[src/rtl/fss_pkg.sv]
// ----------------------------------------------------------------------------
// fss_pkg
// shared types, register map and reset values of the fan soft-start sequencer
// ----------------------------------------------------------------------------
`timescale 1ns / 1ps
`default_nettype none

package fss_pkg;

   localparam int DUTY_W  = 16;
   localparam int TICKS_W = 8;
   localparam int SEQ_W   = 9;
   localparam int ADDR_W  = 5;
   localparam int DATA_W  = 32;
   localparam int IDX_W   = 3;

   // register indexes, byte address is 4 * index
   localparam logic [IDX_W-1:0] REG_PWM_PERIOD      = 3'd0;
   localparam logic [IDX_W-1:0] REG_LOW_DUTY_THRESH = 3'd1;
   localparam logic [IDX_W-1:0] REG_DUTY_STEP       = 3'd2;
   localparam logic [IDX_W-1:0] REG_FAST_INTERVAL   = 3'd3;
   localparam logic [IDX_W-1:0] REG_SLOW_INTERVAL   = 3'd4;
   localparam logic [IDX_W-1:0] REG_POWER_ON_DELAY  = 3'd5;
   localparam logic [IDX_W-1:0] REG_POWER_OFF_DELAY = 3'd6;

   localparam logic [DUTY_W-1:0]  RST_PWM_PERIOD      = 16'd1600;
   localparam logic [DUTY_W-1:0]  RST_LOW_DUTY_THRESH = 16'd160;
   localparam logic [DUTY_W-1:0]  RST_DUTY_STEP       = 16'd16;
   localparam logic [TICKS_W-1:0] RST_FAST_INTERVAL   = 8'd1;
   localparam logic [TICKS_W-1:0] RST_SLOW_INTERVAL   = 8'd10;
   localparam logic [TICKS_W-1:0] RST_POWER_ON_DELAY  = 8'd5;
   localparam logic [TICKS_W-1:0] RST_POWER_OFF_DELAY = 8'd200;

   localparam logic [TICKS_W-1:0] TICKS_MAX = {TICKS_W{1'b1}};

   typedef struct packed {
      logic [DUTY_W-1:0]  pwm_period;
      logic [DUTY_W-1:0]  low_duty_threshold;
      logic [DUTY_W-1:0]  duty_step;
      logic [TICKS_W-1:0] fast_interval;
      logic [TICKS_W-1:0] slow_interval;
      logic [TICKS_W-1:0] power_on_delay;
      logic [TICKS_W-1:0] power_off_delay;
   } cfg_type;

   // power sequencer state as seen after the current item
   typedef struct packed {
      logic pwm_allowed;
      logic supply_on;
   } seq_status_type;

endpackage

`default_nettype wire

[src/rtl/fss_csr.sv]
// ----------------------------------------------------------------------------
// fss_csr
// apb register file holding the ramp and sequencer settings
// ----------------------------------------------------------------------------
`timescale 1ns / 1ps
`default_nettype none

module fss_csr (
   input  wire logic                         clock,
   input  wire logic                         reset,
   input  wire logic                         psel,
   input  wire logic                         penable,
   input  wire logic                         pwrite,
   input  wire logic [fss_pkg::ADDR_W-1:0]   paddr,
   input  wire logic [fss_pkg::DATA_W-1:0]   pwdata,
   output logic      [fss_pkg::DATA_W-1:0]   prdata,
   output logic                              pready,
   output fss_pkg::cfg_type                  cfg
);

   fss_pkg::cfg_type             cfg_ff;
   fss_pkg::cfg_type             cfg_in;
   logic [fss_pkg::IDX_W-1:0]    idx;
   logic                         wr_en;

   assign idx    = paddr[fss_pkg::ADDR_W-1:2];
   assign wr_en  = psel && penable && pwrite;
   assign pready = 1'b1;
   assign cfg    = cfg_ff;

   always_comb begin
      cfg_in = cfg_ff;
      if (wr_en) begin
         case (idx)
            fss_pkg::REG_PWM_PERIOD:      cfg_in.pwm_period         = pwdata[15:0];
            fss_pkg::REG_LOW_DUTY_THRESH: cfg_in.low_duty_threshold = pwdata[15:0];
            fss_pkg::REG_DUTY_STEP:       cfg_in.duty_step          = pwdata[15:0];
            fss_pkg::REG_FAST_INTERVAL:   cfg_in.fast_interval      = pwdata[7:0];
            fss_pkg::REG_SLOW_INTERVAL:   cfg_in.slow_interval      = pwdata[7:0];
            fss_pkg::REG_POWER_ON_DELAY:  cfg_in.power_on_delay     = pwdata[7:0];
            fss_pkg::REG_POWER_OFF_DELAY: cfg_in.power_off_delay    = pwdata[7:0];
            default: ;
         endcase
      end
   end

   always_comb begin
      case (idx)
         fss_pkg::REG_PWM_PERIOD:      prdata = {16'd0, cfg_ff.pwm_period};
         fss_pkg::REG_LOW_DUTY_THRESH: prdata = {16'd0, cfg_ff.low_duty_threshold};
         fss_pkg::REG_DUTY_STEP:       prdata = {16'd0, cfg_ff.duty_step};
         fss_pkg::REG_FAST_INTERVAL:   prdata = {24'd0, cfg_ff.fast_interval};
         fss_pkg::REG_SLOW_INTERVAL:   prdata = {24'd0, cfg_ff.slow_interval};
         fss_pkg::REG_POWER_ON_DELAY:  prdata = {24'd0, cfg_ff.power_on_delay};
         fss_pkg::REG_POWER_OFF_DELAY: prdata = {24'd0, cfg_ff.power_off_delay};
         default:                      prdata = '0;
      endcase
   end

   always_ff @(posedge clock) begin
      if (reset) begin
         cfg_ff.pwm_period         <= fss_pkg::RST_PWM_PERIOD;
         cfg_ff.low_duty_threshold <= fss_pkg::RST_LOW_DUTY_THRESH;
         cfg_ff.duty_step          <= fss_pkg::RST_DUTY_STEP;
         cfg_ff.fast_interval      <= fss_pkg::RST_FAST_INTERVAL;
         cfg_ff.slow_interval      <= fss_pkg::RST_SLOW_INTERVAL;
         cfg_ff.power_on_delay     <= fss_pkg::RST_POWER_ON_DELAY;
         cfg_ff.power_off_delay    <= fss_pkg::RST_POWER_OFF_DELAY;
      end else begin
         cfg_ff <= cfg_in;
      end
   end

endmodule

`default_nettype wire

[src/rtl/fss_seq.sv]
// ----------------------------------------------------------------------------
// fss_seq
// supply / pwm power sequencer stepped on slow ticks
// ----------------------------------------------------------------------------
`timescale 1ns / 1ps
`default_nettype none

module fss_seq (
   input  wire logic                  clock,
   input  wire logic                  reset,
   input  wire logic                  advance,
   input  wire logic                  tick_slow,
   input  wire logic                  run,
   input  wire fss_pkg::cfg_type      cfg,
   output fss_pkg::seq_status_type    status
);

   logic signed [fss_pkg::SEQ_W-1:0] count_ff;
   logic signed [fss_pkg::SEQ_W-1:0] count_in;
   logic signed [fss_pkg::SEQ_W-1:0] count_base;
   logic signed [fss_pkg::SEQ_W-1:0] on_limit;
   logic signed [fss_pkg::SEQ_W-1:0] off_limit;
   fss_pkg::seq_status_type          status_ff;
   fss_pkg::seq_status_type          status_in;

   assign on_limit  = $signed({1'b0, cfg.power_on_delay});
   assign off_limit = -$signed({1'b0, cfg.power_off_delay});

   always_comb begin
      count_in   = count_ff;
      status_in  = status_ff;
      count_base = count_ff;
      if (tick_slow) begin
         if (run) begin
            status_in.supply_on = 1'b1;
            // restart from zero if we were counting down
            if (count_ff < 0) begin
               count_base = '0;
            end
            if (count_base < on_limit) begin
               count_in = count_base + 9'sd1;
            end else begin
               count_in              = count_base;
               status_in.pwm_allowed = 1'b1;
            end
         end else begin
            status_in.pwm_allowed = 1'b0;
            if (count_ff > 0) begin
               count_base = '0;
            end
            if (count_base > off_limit) begin
               count_in = count_base - 9'sd1;
            end else begin
               count_in            = count_base;
               status_in.supply_on = 1'b0;
            end
         end
      end
   end

   assign status = status_in;

   always_ff @(posedge clock) begin
      if (reset) begin
         count_ff  <= '0;
         status_ff <= '0;
      end else if (advance) begin
         count_ff  <= count_in;
         status_ff <= status_in;
      end
   end

endmodule

`default_nettype wire

[src/rtl/fss_ramp.sv]
// ----------------------------------------------------------------------------
// fss_ramp
// duty slew limiter and compare clamp
// ----------------------------------------------------------------------------
`timescale 1ns / 1ps
`default_nettype none

module fss_ramp (
   input  wire logic                          clock,
   input  wire logic                          reset,
   input  wire logic                          advance,
   input  wire logic                          tick_fast,
   input  wire logic [fss_pkg::DUTY_W-1:0]    target,
   input  wire logic                          pwm_allowed,
   input  wire fss_pkg::cfg_type              cfg,
   output logic      [fss_pkg::DUTY_W-1:0]    duty_now,
   output logic      [fss_pkg::DUTY_W-1:0]    compare_value
);

   logic [fss_pkg::DUTY_W-1:0]  duty_ff;
   logic [fss_pkg::DUTY_W-1:0]  duty_in;
   logic [fss_pkg::TICKS_W-1:0] ticks_ff;
   logic [fss_pkg::TICKS_W-1:0] ticks_in;
   logic [fss_pkg::TICKS_W-1:0] ticks_inc;
   logic [fss_pkg::TICKS_W-1:0] interval;
   logic [fss_pkg::DUTY_W-1:0]  gap_up;
   logic [fss_pkg::DUTY_W-1:0]  gap_down;

   assign ticks_inc = (ticks_ff < fss_pkg::TICKS_MAX) ? ticks_ff + 8'd1 : ticks_ff;
   assign interval  = (duty_ff < cfg.low_duty_threshold) ? cfg.fast_interval
                                                         : cfg.slow_interval;
   assign gap_up    = target - duty_ff;
   assign gap_down  = duty_ff - target;

   always_comb begin
      duty_in  = duty_ff;
      ticks_in = ticks_ff;
      if (target == '0 || !pwm_allowed) begin
         duty_in  = '0;
         ticks_in = '0;
      end else if (duty_ff == target) begin
         ticks_in = '0;
      end else if (tick_fast) begin
         if (ticks_inc < interval) begin
            ticks_in = ticks_inc;
         end else begin
            ticks_in = '0;
            // last step lands on the target when the gap is under one step
            if (duty_ff < target) begin
               duty_in = (gap_up >= cfg.duty_step) ? duty_ff + cfg.duty_step : target;
            end else begin
               duty_in = (gap_down >= cfg.duty_step) ? duty_ff - cfg.duty_step : target;
            end
         end
      end
   end

   always_comb begin
      if (duty_in == '0) begin
         compare_value = '0;
      end else if (duty_in >= cfg.pwm_period) begin
         compare_value = cfg.pwm_period;
      end else begin
         compare_value = duty_in;
      end
   end

   assign duty_now = duty_in;

   always_ff @(posedge clock) begin
      if (reset) begin
         duty_ff  <= '0;
         ticks_ff <= '0;
      end else if (advance) begin
         duty_ff  <= duty_in;
         ticks_ff <= ticks_in;
      end
   end

endmodule

`default_nettype wire

[src/rtl/fan_soft_start_ramp_sequencer_top.sv]
// ----------------------------------------------------------------------------
// fan_soft_start_ramp_sequencer_top
// fan supply sequencer with pwm duty soft-start ramp, one result per item
//
//   channel | direction | handshake           | payload
//   req     | in        | req_valid/req_stall | tick_fast, tick_slow, target_duty
//   rsp     | out       | rsp_valid/rsp_stall | duty_now, compare_value,
//           |           |                     | pwm_enable, power_enable
//   csr     | in/out    | apb psel/penable    | seven settings registers
//
// one item per cycle sustained while rsp_stall is low; each item passes from the
// input register through sequencer, ramp and clamp logic into the result register
// rsp_stall holds the result register and backs up into the input register
// reset clears sequencer, ramp, both valid flags and loads register defaults
// ----------------------------------------------------------------------------
`timescale 1ns / 1ps
`default_nettype none

module fan_soft_start_ramp_sequencer_top (
   input  wire logic                         clock,
   input  wire logic                         reset,
   input  wire logic                         req_valid,
   output logic                              req_stall,
   input  wire logic                         req_tick_fast,
   input  wire logic                         req_tick_slow,
   input  wire logic [fss_pkg::DUTY_W-1:0]   req_target_duty,
   output logic                              rsp_valid,
   input  wire logic                         rsp_stall,
   output logic      [fss_pkg::DUTY_W-1:0]   rsp_duty_now,
   output logic      [fss_pkg::DUTY_W-1:0]   rsp_compare_value,
   output logic                              rsp_pwm_enable,
   output logic                              rsp_power_enable,
   input  wire logic                         psel,
   input  wire logic                         penable,
   input  wire logic                         pwrite,
   input  wire logic [fss_pkg::ADDR_W-1:0]   paddr,
   input  wire logic [fss_pkg::DATA_W-1:0]   pwdata,
   output logic      [fss_pkg::DATA_W-1:0]   prdata,
   output logic                              pready
);

   fss_pkg::cfg_type              cfg;
   fss_pkg::seq_status_type       seq_status;

   logic                          in_valid_ff;
   logic                          in_valid_in;
   logic                          in_tick_fast_ff;
   logic                          in_tick_slow_ff;
   logic [fss_pkg::DUTY_W-1:0]    in_target_ff;
   logic                          out_valid_ff;
   logic                          out_valid_in;
   logic [fss_pkg::DUTY_W-1:0]    out_duty_ff;
   logic [fss_pkg::DUTY_W-1:0]    out_compare_ff;
   logic                          out_pwm_ff;
   logic                          out_power_ff;
   logic [fss_pkg::DUTY_W-1:0]    duty_now;
   logic [fss_pkg::DUTY_W-1:0]    compare_value;
   logic                          out_free;
   logic                          advance;
   logic                          accept;

   fss_csr u_csr (
      .clock   (clock),
      .reset   (reset),
      .psel    (psel),
      .penable (penable),
      .pwrite  (pwrite),
      .paddr   (paddr),
      .pwdata  (pwdata),
      .prdata  (prdata),
      .pready  (pready),
      .cfg     (cfg)
   );

   // handshake between input and result registers
   assign out_free  = !out_valid_ff || !rsp_stall;
   assign advance   = in_valid_ff && out_free;
   assign req_stall = in_valid_ff && !out_free;
   assign accept    = req_valid && !req_stall;

   fss_seq u_seq (
      .clock     (clock),
      .reset     (reset),
      .advance   (advance),
      .tick_slow (in_tick_slow_ff),
      .run       (in_target_ff != '0),
      .cfg       (cfg),
      .status    (seq_status)
   );

   fss_ramp u_ramp (
      .clock         (clock),
      .reset         (reset),
      .advance       (advance),
      .tick_fast     (in_tick_fast_ff),
      .target        (in_target_ff),
      .pwm_allowed   (seq_status.pwm_allowed),
      .cfg           (cfg),
      .duty_now      (duty_now),
      .compare_value (compare_value)
   );

   always_comb begin
      in_valid_in = in_valid_ff;
      if (accept) begin
         in_valid_in = 1'b1;
      end else if (advance) begin
         in_valid_in = 1'b0;
      end
   end

   always_comb begin
      if (advance) begin
         out_valid_in = 1'b1;
      end else if (rsp_stall) begin
         out_valid_in = out_valid_ff;
      end else begin
         out_valid_in = 1'b0;
      end
   end

   always_ff @(posedge clock) begin
      if (reset) begin
         in_valid_ff  <= 1'b0;
         out_valid_ff <= 1'b0;
      end else begin
         in_valid_ff  <= in_valid_in;
         out_valid_ff <= out_valid_in;
      end
   end

   always_ff @(posedge clock) begin
      if (accept) begin
         in_tick_fast_ff <= req_tick_fast;
         in_tick_slow_ff <= req_tick_slow;
         in_target_ff    <= req_target_duty;
      end
      if (advance) begin
         out_duty_ff    <= duty_now;
         out_compare_ff <= compare_value;
         out_pwm_ff     <= seq_status.pwm_allowed;
         out_power_ff   <= seq_status.supply_on;
      end
   end

   assign rsp_valid         = out_valid_ff;
   assign rsp_duty_now      = out_duty_ff;
   assign rsp_compare_value = out_compare_ff;
   assign rsp_pwm_enable    = out_pwm_ff;
   assign rsp_power_enable  = out_power_ff;

endmodule

`default_nettype wire

[config.mk]
export PLATFORM = sky130hd
export DESIGN_NAME = fan_soft_start_ramp_sequencer_top
export DESIGN_NICKNAME = d
export VERILOG_FILES = /design/src/rtl/fss_pkg.sv /design/src/rtl/fss_csr.sv /design/src/rtl/fss_seq.sv /design/src/rtl/fss_ramp.sv /design/src/rtl/fan_soft_start_ramp_sequencer_top.sv
export SDC_FILE = /design/constraint.sdc
export NUM_CORES = 1
export LEC_CHECK = 0
export BUFFER_PORTS_ARGS = -buffer_cell sky130_fd_sc_hd__buf_2
export CORE_MARGIN = 10
export CORE_UTILIZATION = 30
export CTS_BUF_LIST = sky130_fd_sc_hd__clkbuf_8
export DETAILED_ROUTE_END_ITERATION = 12
export GPL_TIMING_DRIVEN = 0
export PLACE_DENSITY = 0.52
export SETUP_SLACK_MARGIN = 0.5
export SKIP_LAST_GASP = 1
export SLEW_MARGIN = 10
export SYNTH_ARGS = -nofsm -noshare
export SYNTH_HDL_FRONTEND = slang
export SYNTH_SLANG_ARGS = --single-unit
export TNS_END_PERCENT = 30
[constraint.sdc]
create_clock -name clock -period 7 [get_ports clock]
set_input_delay 1.05 -clock clock [delete_from_list [all_inputs] [get_ports clock]]
set_output_delay 1.05 -clock clock [all_outputs]
set_load 0.02 [all_outputs]
== Word level (Yosys, flattened, before mapping) ==
Cells that the tools add are included.

* Output and inout port bits: 69
* Bits in registers: 169

* Reduce and logical (&&, ||, !) cells: 27
* Muxes and demuxes: 32
* Magnitude comparators: 11
* Eq/ne operators: 8
* Add/sub/neg operators: 8

{| class="wikitable"
|+ Operator list
! kind !! number
|-
| $mux W16 || 8
|-
| $pmux W16 S7 || 1
|-
| $mux W9 || 9
|-
| $ge A16 B16 Y1 || 3
|-
| $mux W8 || 6
|-
| $sub A16 B16 Y16 || 3
|-
| $logic_not A16 Y1 || 2
|-
| $lt A16 B16 Y1 || 2
|-
| $reduce_and A2 Y1 || 9
|-
| $add A16 B16 Y16 || 1
|-
| $eq A16 B16 Y1 || 1
|-
| $reduce_bool A16 Y1 || 1
|-
| $add A9 B2 Y9 const B || 1
|-
| $eq A3 B3 Y1 const B || 3
|-
| $gt A9 B1 Y1 const B || 1
|-
| $gt A9 B9 Y1 || 1
|-
| $lt A9 B1 Y1 const B || 1
|-
| $lt A9 B9 Y1 || 1
|-
| $neg A8 Y9 || 1
|-
| $sub A9 B2 Y9 const B || 1
|-
| $add A8 B1 Y8 const B || 1
|-
| $lt A8 B8 Y1 || 1
|-
| $lt A8 B8 Y1 const B || 1
|-
| $eq A3 B2 Y1 const B || 2
|-
| other kinds (10) || 25
|}

== Depth between registers and ports, before layout ==
* Depth in word-level cells: 13
* Mapped depth: 37
* Mapped depth without buffers: 35

== Hierarchy ==
A second synthesis with hierarchy kept.

* Cell total of the unflattened synthesis: 1619
* Area total of the unflattened synthesis: 14148.6 µm²

{| class="wikitable"
|+ By module, submodules not included
! module !! instances !! cells each !! area each (µm²) !! sequential area each (µm²)
|-
| fss_ramp || 1 || 919 || 6850.3 || 480.5
|-
| fss_csr || 1 || 417 || 4065.1 || 1601.5
|-
| fan_soft_start_ramp_sequencer_top || 1 || 67 || 1670.4 || 1601.5
|-
| fss_seq || 1 || 216 || 1562.7 || 220.2
|}

== Worst setup path before layout ==
No wires, ideal clock.

* Path type: register to register
* From: register u_ramp.duty_ff[1] (netlist name)
* To: register out_compare_ff (netlist bit rsp_compare_value[10]) (data pin)
* Slack: 119 ps
* Buffers on the path: 2
* Cell stages (with the launch flop): 36
* Library setup time: 262 ps
* Clock period less this slack: 6881 ps
* Arrival time: 6619 ps
* Cells stage by stage: dfxtp_1 -> inv_1 -> fa_1 -> a21o_1 -> a21oi_1 -> o21ai_0 -> a21oi_1 -> o21ai_0 -> a21oi_1 -> nor2_1 -> o21a_1 -> o41a_1 -> xor2_1 -> ha_1 -> nand4_1 -> nor3_1 -> a2111oi_0 -> o21a_1 -> buf_2 -> mux2i_1 -> nand2_1 -> a31oi_1 -> nor2_1 -> inv_1 -> ha_1 -> nand2b_1 -> a21o_1 -> a21o_1 -> a21o_1 -> a21oi_1 -> o21ai_0 -> a221oi_1 -> o21ai_1 -> clkbuf_1 -> mux2i_1 -> a21oi_2

* Word-level cells in the longest chain between the ends: 10
* Elaborated cells between the ends (all ways): 21

{| class="wikitable"
|+ Ends and longest elaborated chain
! element !! line !! RTL
|-
| start: declaration || fss_ramp.sv:20 || <nowiki>logic [fss_pkg::DUTY_W-1:0] duty_ff;</nowiki>
|-
| start signal: assignment || fss_ramp.sv:75 || <nowiki>duty_ff <= duty_in;</nowiki>
|-
| $sub A16 B16 Y16 (on tied branches) || fss_ramp.sv:33, fss_ramp.sv:32 ||
|-
| $ge A16 B16 Y1 (on tied branches) || fss_ramp.sv:52, fss_ramp.sv:50 ||
|-
| $mux W16 (on tied branches) || fss_ramp.sv:52, fss_ramp.sv:50 ||
|-
| $mux W16 || fss_ramp.sv:49 || <nowiki>if (duty_ff < target) begin</nowiki>
|-
| $mux W16 || fss_ramp.sv:44 || <nowiki>if (ticks_inc < interval) begin</nowiki>
|-
| $mux W16 || fss_ramp.sv:43 || <nowiki>end else if (tick_fast) begin</nowiki>
|-
| $mux W16 * || fss_ramp.sv:41 || <nowiki>end else if (duty_ff == target) begin</nowiki>
|-
| $mux W16 * || fss_ramp.sv:38 || <nowiki>if (target == '0 || !pwm_allowed) begin</nowiki>
|-
| named net duty_now, one bit || fan_soft_start_ramp_sequencer_top.sv:56 || <nowiki>logic [fss_pkg::DUTY_W-1:0] duty_now;</nowiki>
|-
| $ge A16 B16 Y1 || fss_ramp.sv:61 || <nowiki>end else if (duty_in >= cfg.pwm_period) begin</nowiki>
|-
| $mux W16 || fss_ramp.sv:61 ||
|-
| end signal: assignment || fan_soft_start_ramp_sequencer_top.sv:140 || <nowiki>out_compare_ff <= compare_value;</nowiki>
|-
| end: declaration || fan_soft_start_ramp_sequencer_top.sv:53 || <nowiki>logic [fss_pkg::DUTY_W-1:0] out_compare_ff;</nowiki>
|}

The timed path passes the listed nets; every way through them passes the cells marked *.
A chain may end at the register's enable or synchronous reset.

== Worst setup path after layout ==
* From: register in_target_ff[0] (netlist name)
* To: register out_compare_ff (netlist bit rsp_compare_value[12]) (data pin)

* Word-level cells in the longest chain between the ends: 10
* Elaborated cells between the ends (all ways): 22

{| class="wikitable"
|+ Ends and longest elaborated chain
! element !! line !! RTL
|-
| start: declaration || fan_soft_start_ramp_sequencer_top.sv:49 || <nowiki>logic [fss_pkg::DUTY_W-1:0] in_target_ff;</nowiki>
|-
| start signal: assignment || fan_soft_start_ramp_sequencer_top.sv:136 || <nowiki>in_target_ff <= req_target_duty;</nowiki>
|-
| $sub A16 B16 Y16 (on tied branches) || fss_ramp.sv:33, fss_ramp.sv:32 ||
|-
| $ge A16 B16 Y1 (on tied branches) || fss_ramp.sv:52, fss_ramp.sv:50 ||
|-
| $mux W16 (on tied branches) || fss_ramp.sv:52, fss_ramp.sv:50 ||
|-
| $mux W16 || fss_ramp.sv:49 ||
|-
| $mux W16 || fss_ramp.sv:44 ||
|-
| $mux W16 || fss_ramp.sv:43 ||
|-
| $mux W16 || fss_ramp.sv:41 ||
|-
| $mux W16 * || fss_ramp.sv:38 ||
|-
| named net duty_now, one bit || fan_soft_start_ramp_sequencer_top.sv:56 ||
|-
| $ge A16 B16 Y1 || fss_ramp.sv:61 ||
|-
| $mux W16 || fss_ramp.sv:61 ||
|}

Marks and branches as above.

==> key figures <==
Run status
  – Status: finished, final reports clean

Timing
  – Worst setup margin: just over 0.2 ns
  – Post-layout minimum cycle time: roughly 6.8 ns
  – Setup TNS Final: 0 ns
  – Unrepaired setup endpoints after global routing: yes
  – Fmax: about 150 MHz
  – Tcrit/Tclk final: 0.971
  – Clk_skew: 0.0294 ns
  – Worst-margin pin slew: between 1 and 1.5 ns
  – Max transition margin: 0.257
  – Final hold violation count: 0
  – Slew Viols, Final: 0
  – Final setup violation count: 0

Synthesis
  – Mapped Area: ~13,000 sq um
  – Top cell type by total area after synthesis: dfxtp_1
  – Cells after synthesis: about 1.7k
  – Yosys reg bits: around 170
  – Syn_area_per_cell: about 8.1 sq um
  – Post-synth EDFFs: 52
  – Post-synthesis sequential area ratio: 0.289
  – Leading post-synthesis cells by cell area: dfxtp_1 (17%), ha_1 (14%), edfxtp_1 (12%), a21oi_1 (5.9%), nand2_1 (5.7%)
  – Yosys warnings: 0
  – Share of the synthesized area in the top cell type: 0.174
  – Synth Flop Type: dfxtp_1
  – Ys async rst share: 0
  – Distinct cells, synth: between 80 and 90

Setup path
  – CP dominant cell by count: a21oi_2
  – Max incr delay on CP: around 0.48 ns
  – Arr. time, crit path: about 7.1 ns
  – Critical path class: flop to flop
  – Critical Path Fanout Max: 8
  – Crit. End Element: flop
  – Max stage delay cell, worst path: a222oi_1
  – Critical path startpoint category: flop
  – WP data required: a little over 7 ns

Routing
  – Via/cell ratio: 5.31
  – DR WL/cell: around 21 um
  – Post-DRT Antenna Nets: 0
  – Number of DRC markers in iteration 0: 1,113
  – Pre-Repair DR Iteration Count: 6
  – Residual DRC: 0
  – Via count of the routed design: 12.9k
  – Detailed Route WL: between 50,000 and 60,000 um

Floorplanning
  – Initial core utilization: 0.304
  – IO Pins: about 130
  – Die height: around 230 um
  – Full die area: roughly 54,000 sq um
  – Core area: approximately 44,000 sq um
  – DIE WIDTH: 232 um
  – Row count: 77

Global route
  – Largest net degree at the start of global routing: 34
  – Initial antenna violation count: 0
  – First-pass GRT wire length: ~76,000 um
  – Global-route usage over all layers: 0.184
  – Total congestion overflow: 0
  – Vias in the first global route: about 13k

Clock network
  – Root Driver: clkbuf_8
  – H-tree depth: 4
  – Number of buffers created by CTS: 17
  – Worst skew pair latency: 0.53 ns
  – TritonCTS clock tree: built
  – CTS clk-pin slew, worst paths: 0.11 ns
  – Hold Buf Count CTS: 0
  – Max Root-Sink Buffers: 2
  – CTS sink count: ~170

Pwr
  – P_leak: ~6.4 nW
  – Final Power: about 0.0023 W
  – Max VDD drop: between 0.08 and 0.09 mV
  – PD cells: approximately 150 nW/um^2

Placed design
  – Worst slack at placement: -1.37 ns
  – Port bufs: between 90 and 100
  – Post-DP HPWL: ~39,000 um
  – Final GP Congestion: 0.952

Finish
  – Final #Nets: 2,049
  – Share of layout cells above drive strength 1: 0.174
  – # diodes: 0
  – Area Overhead vs Synth: 18.2%
  – Filler cells: about 4.7k

Worst hold path
  – Min-delay worst type: flop to flop

Flow run
  – Max cap viols: 0
## where the power goes
| part | switching (W) | total (W) | internal (W) | leakage (nW) |
|---|---|---|---|---|
| sequential | 0.0000189 | 0.00105 | 0.00103 | 1.46 |
| combinational | 0.000331 | 0.000551 | 0.000220 | 4.70 |
| clock | 0.000468 | 0.000747 | 0.000279 | 0.201 |
## cell usage after synthesis (14+ instances only)
library cell and count:
a211oi_1 24, a21o_1 19, a21oi_1 158, a31oi_1 14, and3_1 15, buf_4 21
clkbuf_1 51, dfxtp_1 117, edfxtp_1 52, ha_1 150, inv_1 121, mux2i_1 71
nand2_1 204, nand2b_1 16, nand3_1 16, nand4_1 27, nor2_1 163, nor2b_1 25
nor3_1 27, o211ai_1 19, o21a_1 19, o21ai_0 57, xnor2_1 28, xor2_1 16
## per-stage QoR
| stage | hold slack, ns | cell area (sq um) | util | std cells |
|---|---|---|---|---|
| finish | 0.480 | 16000 | 0.360 | 2438 |
| global route | 0.498 | 16000 | 0.360 | 2438 |
| CTS | 0.481 | 15800 | 0.356 | 2430 |
| detailed placement | 0.467 | 14900 | 0.335 | 2363 |
| global placement | 0.460 | 14800 | 0.334 | 2359 |
| floorplan | 0.446 | 13600 | - | 1673 |
## per-layer routing
metal / wire [um] / up-vias / global-route usage
li1: - / 6262 / -
met1: 22600 / 6218 / 0.239
met2: 24400 / 411 / 0.313
met3: 2900 / 47 / 0.0296
met4: 928 / 0 / 0.0455
met5: 0 / - / 0
## worst max-delay path, delay by kind of cell (launching register included)
family	cells	cell delay, ns
AO/OA/AOI/OAI	16	2.82
multiplexers	2	0.54
buffers and inverters	4	0.52
adder cells (fa/ha/maj)	4	1.04
AND/OR/NAND/NOR	5	1.00
XOR/XNOR	1	0.15
flip-flops	1	0.43
## cell usage in the layout (no fill, tap or decap), types with 8 or more instances in the layout
master / n
nor2_1: 153
inv_1: 116
nand4_1: 27
a31oi_1: 13
o21ai_0: 45
conb_1: 17
buf_4: 64
nand3_1: 15
a21o_1: 19
or3_1: 8
nand2_1: 202
ha_1: 146
nor2b_1: 24
nand2b_1: 15
buf_2: 105
a22oi_1: 12
o21a_1: 18
nor4_1: 10
or2_2: 9
mux2_2: 8
edfxtp_1: 52
o211ai_1: 19
and3_1: 14
mux2i_1: 68
and2_1: 9
clkbuf_8: 19
o21ai_1: 12
nor3_1: 26
a21oi_1: 152
dfxtp_1: 114
clkbuf_1: 46
a211oi_1: 21
xnor2_1: 28
xor2_1: 16
a21oi_2: 16
## final cells by class
| class | instances | area (sq um) | share of cell area |
|---|---|---|---|
| Multi-Input combinational cell | 1291 | 9080 | 0.570 |
| Sequential cell | 169 | 3910 | 0.245 |
| Timing Repair Buffer | 141 | 870 | 0.0545 |
| Tap cell | 592 | 741 | 0.0464 |
| Buffer | 91 | 487 | 0.0305 |
| Inverter | 122 | 458 | 0.0287 |
| Clock buffer | 18 | 248 | 0.0155 |
| Clock inverter | 14 | 154 | 0.00965 |
## cells by family (layout without fill, tap and decap cells)
family | Yosys count | after routing | synth area share
simple gates | 549 | 549 | 0.187
compound gates | 442 | 442 | 0.214
buf+inv | 213 | 386 | 0.0673
flops | 169 | 169 | 0.289
fa+ha+maj | 154 | 154 | 0.145
mux | 85 | 85 | 0.0688
xor+xnor | 44 | 44 | 0.0286
other cells | 2 | 17 | 0.000557
## final timing paths
check / from / to / slack (ns) / cells after the start
worst max-delay path: in_target_ff[0]$_DFFE_PP_ / rsp_compare_value[12]$_SDFFCE_PN0P_ / 0.20 / 32
worst min-delay path: u_csr.cfg[63]$_SDFFE_PP0P_ / u_csr.cfg[63]$_SDFFE_PP0P_ / 0.48 / 2
worst max register to register: in_target_ff[0]$_DFFE_PP_ / rsp_compare_value[12]$_SDFFCE_PN0P_ / 0.20 / 32
worst min register to register: u_csr.cfg[63]$_SDFFE_PP0P_ / u_csr.cfg[63]$_SDFFE_PP0P_ / 0.48 / 2
## what timing repair did
item / 4_1_cts / 5_1_grt
setup endpoints to repair: 16 / 16
setup buffers: 34 / 7
cloned: 1 / 1
pin swaps: 18 / 18
resized for setup: 72 / 33
## registers in the layout (all words and copies together), names as in the netlist, 2 cells and up
name / cells
u_seq.status_ff: 2
rsp_compare_value: 16
u_csr.cfg: 80
u_ramp.ticks_ff: 8
u_seq.count_ff: 9
in_target_ff: 16
rsp_duty_now: 16
u_ramp.duty_ff: 16
Note: power is estimated with default switching activity, not from simulation.
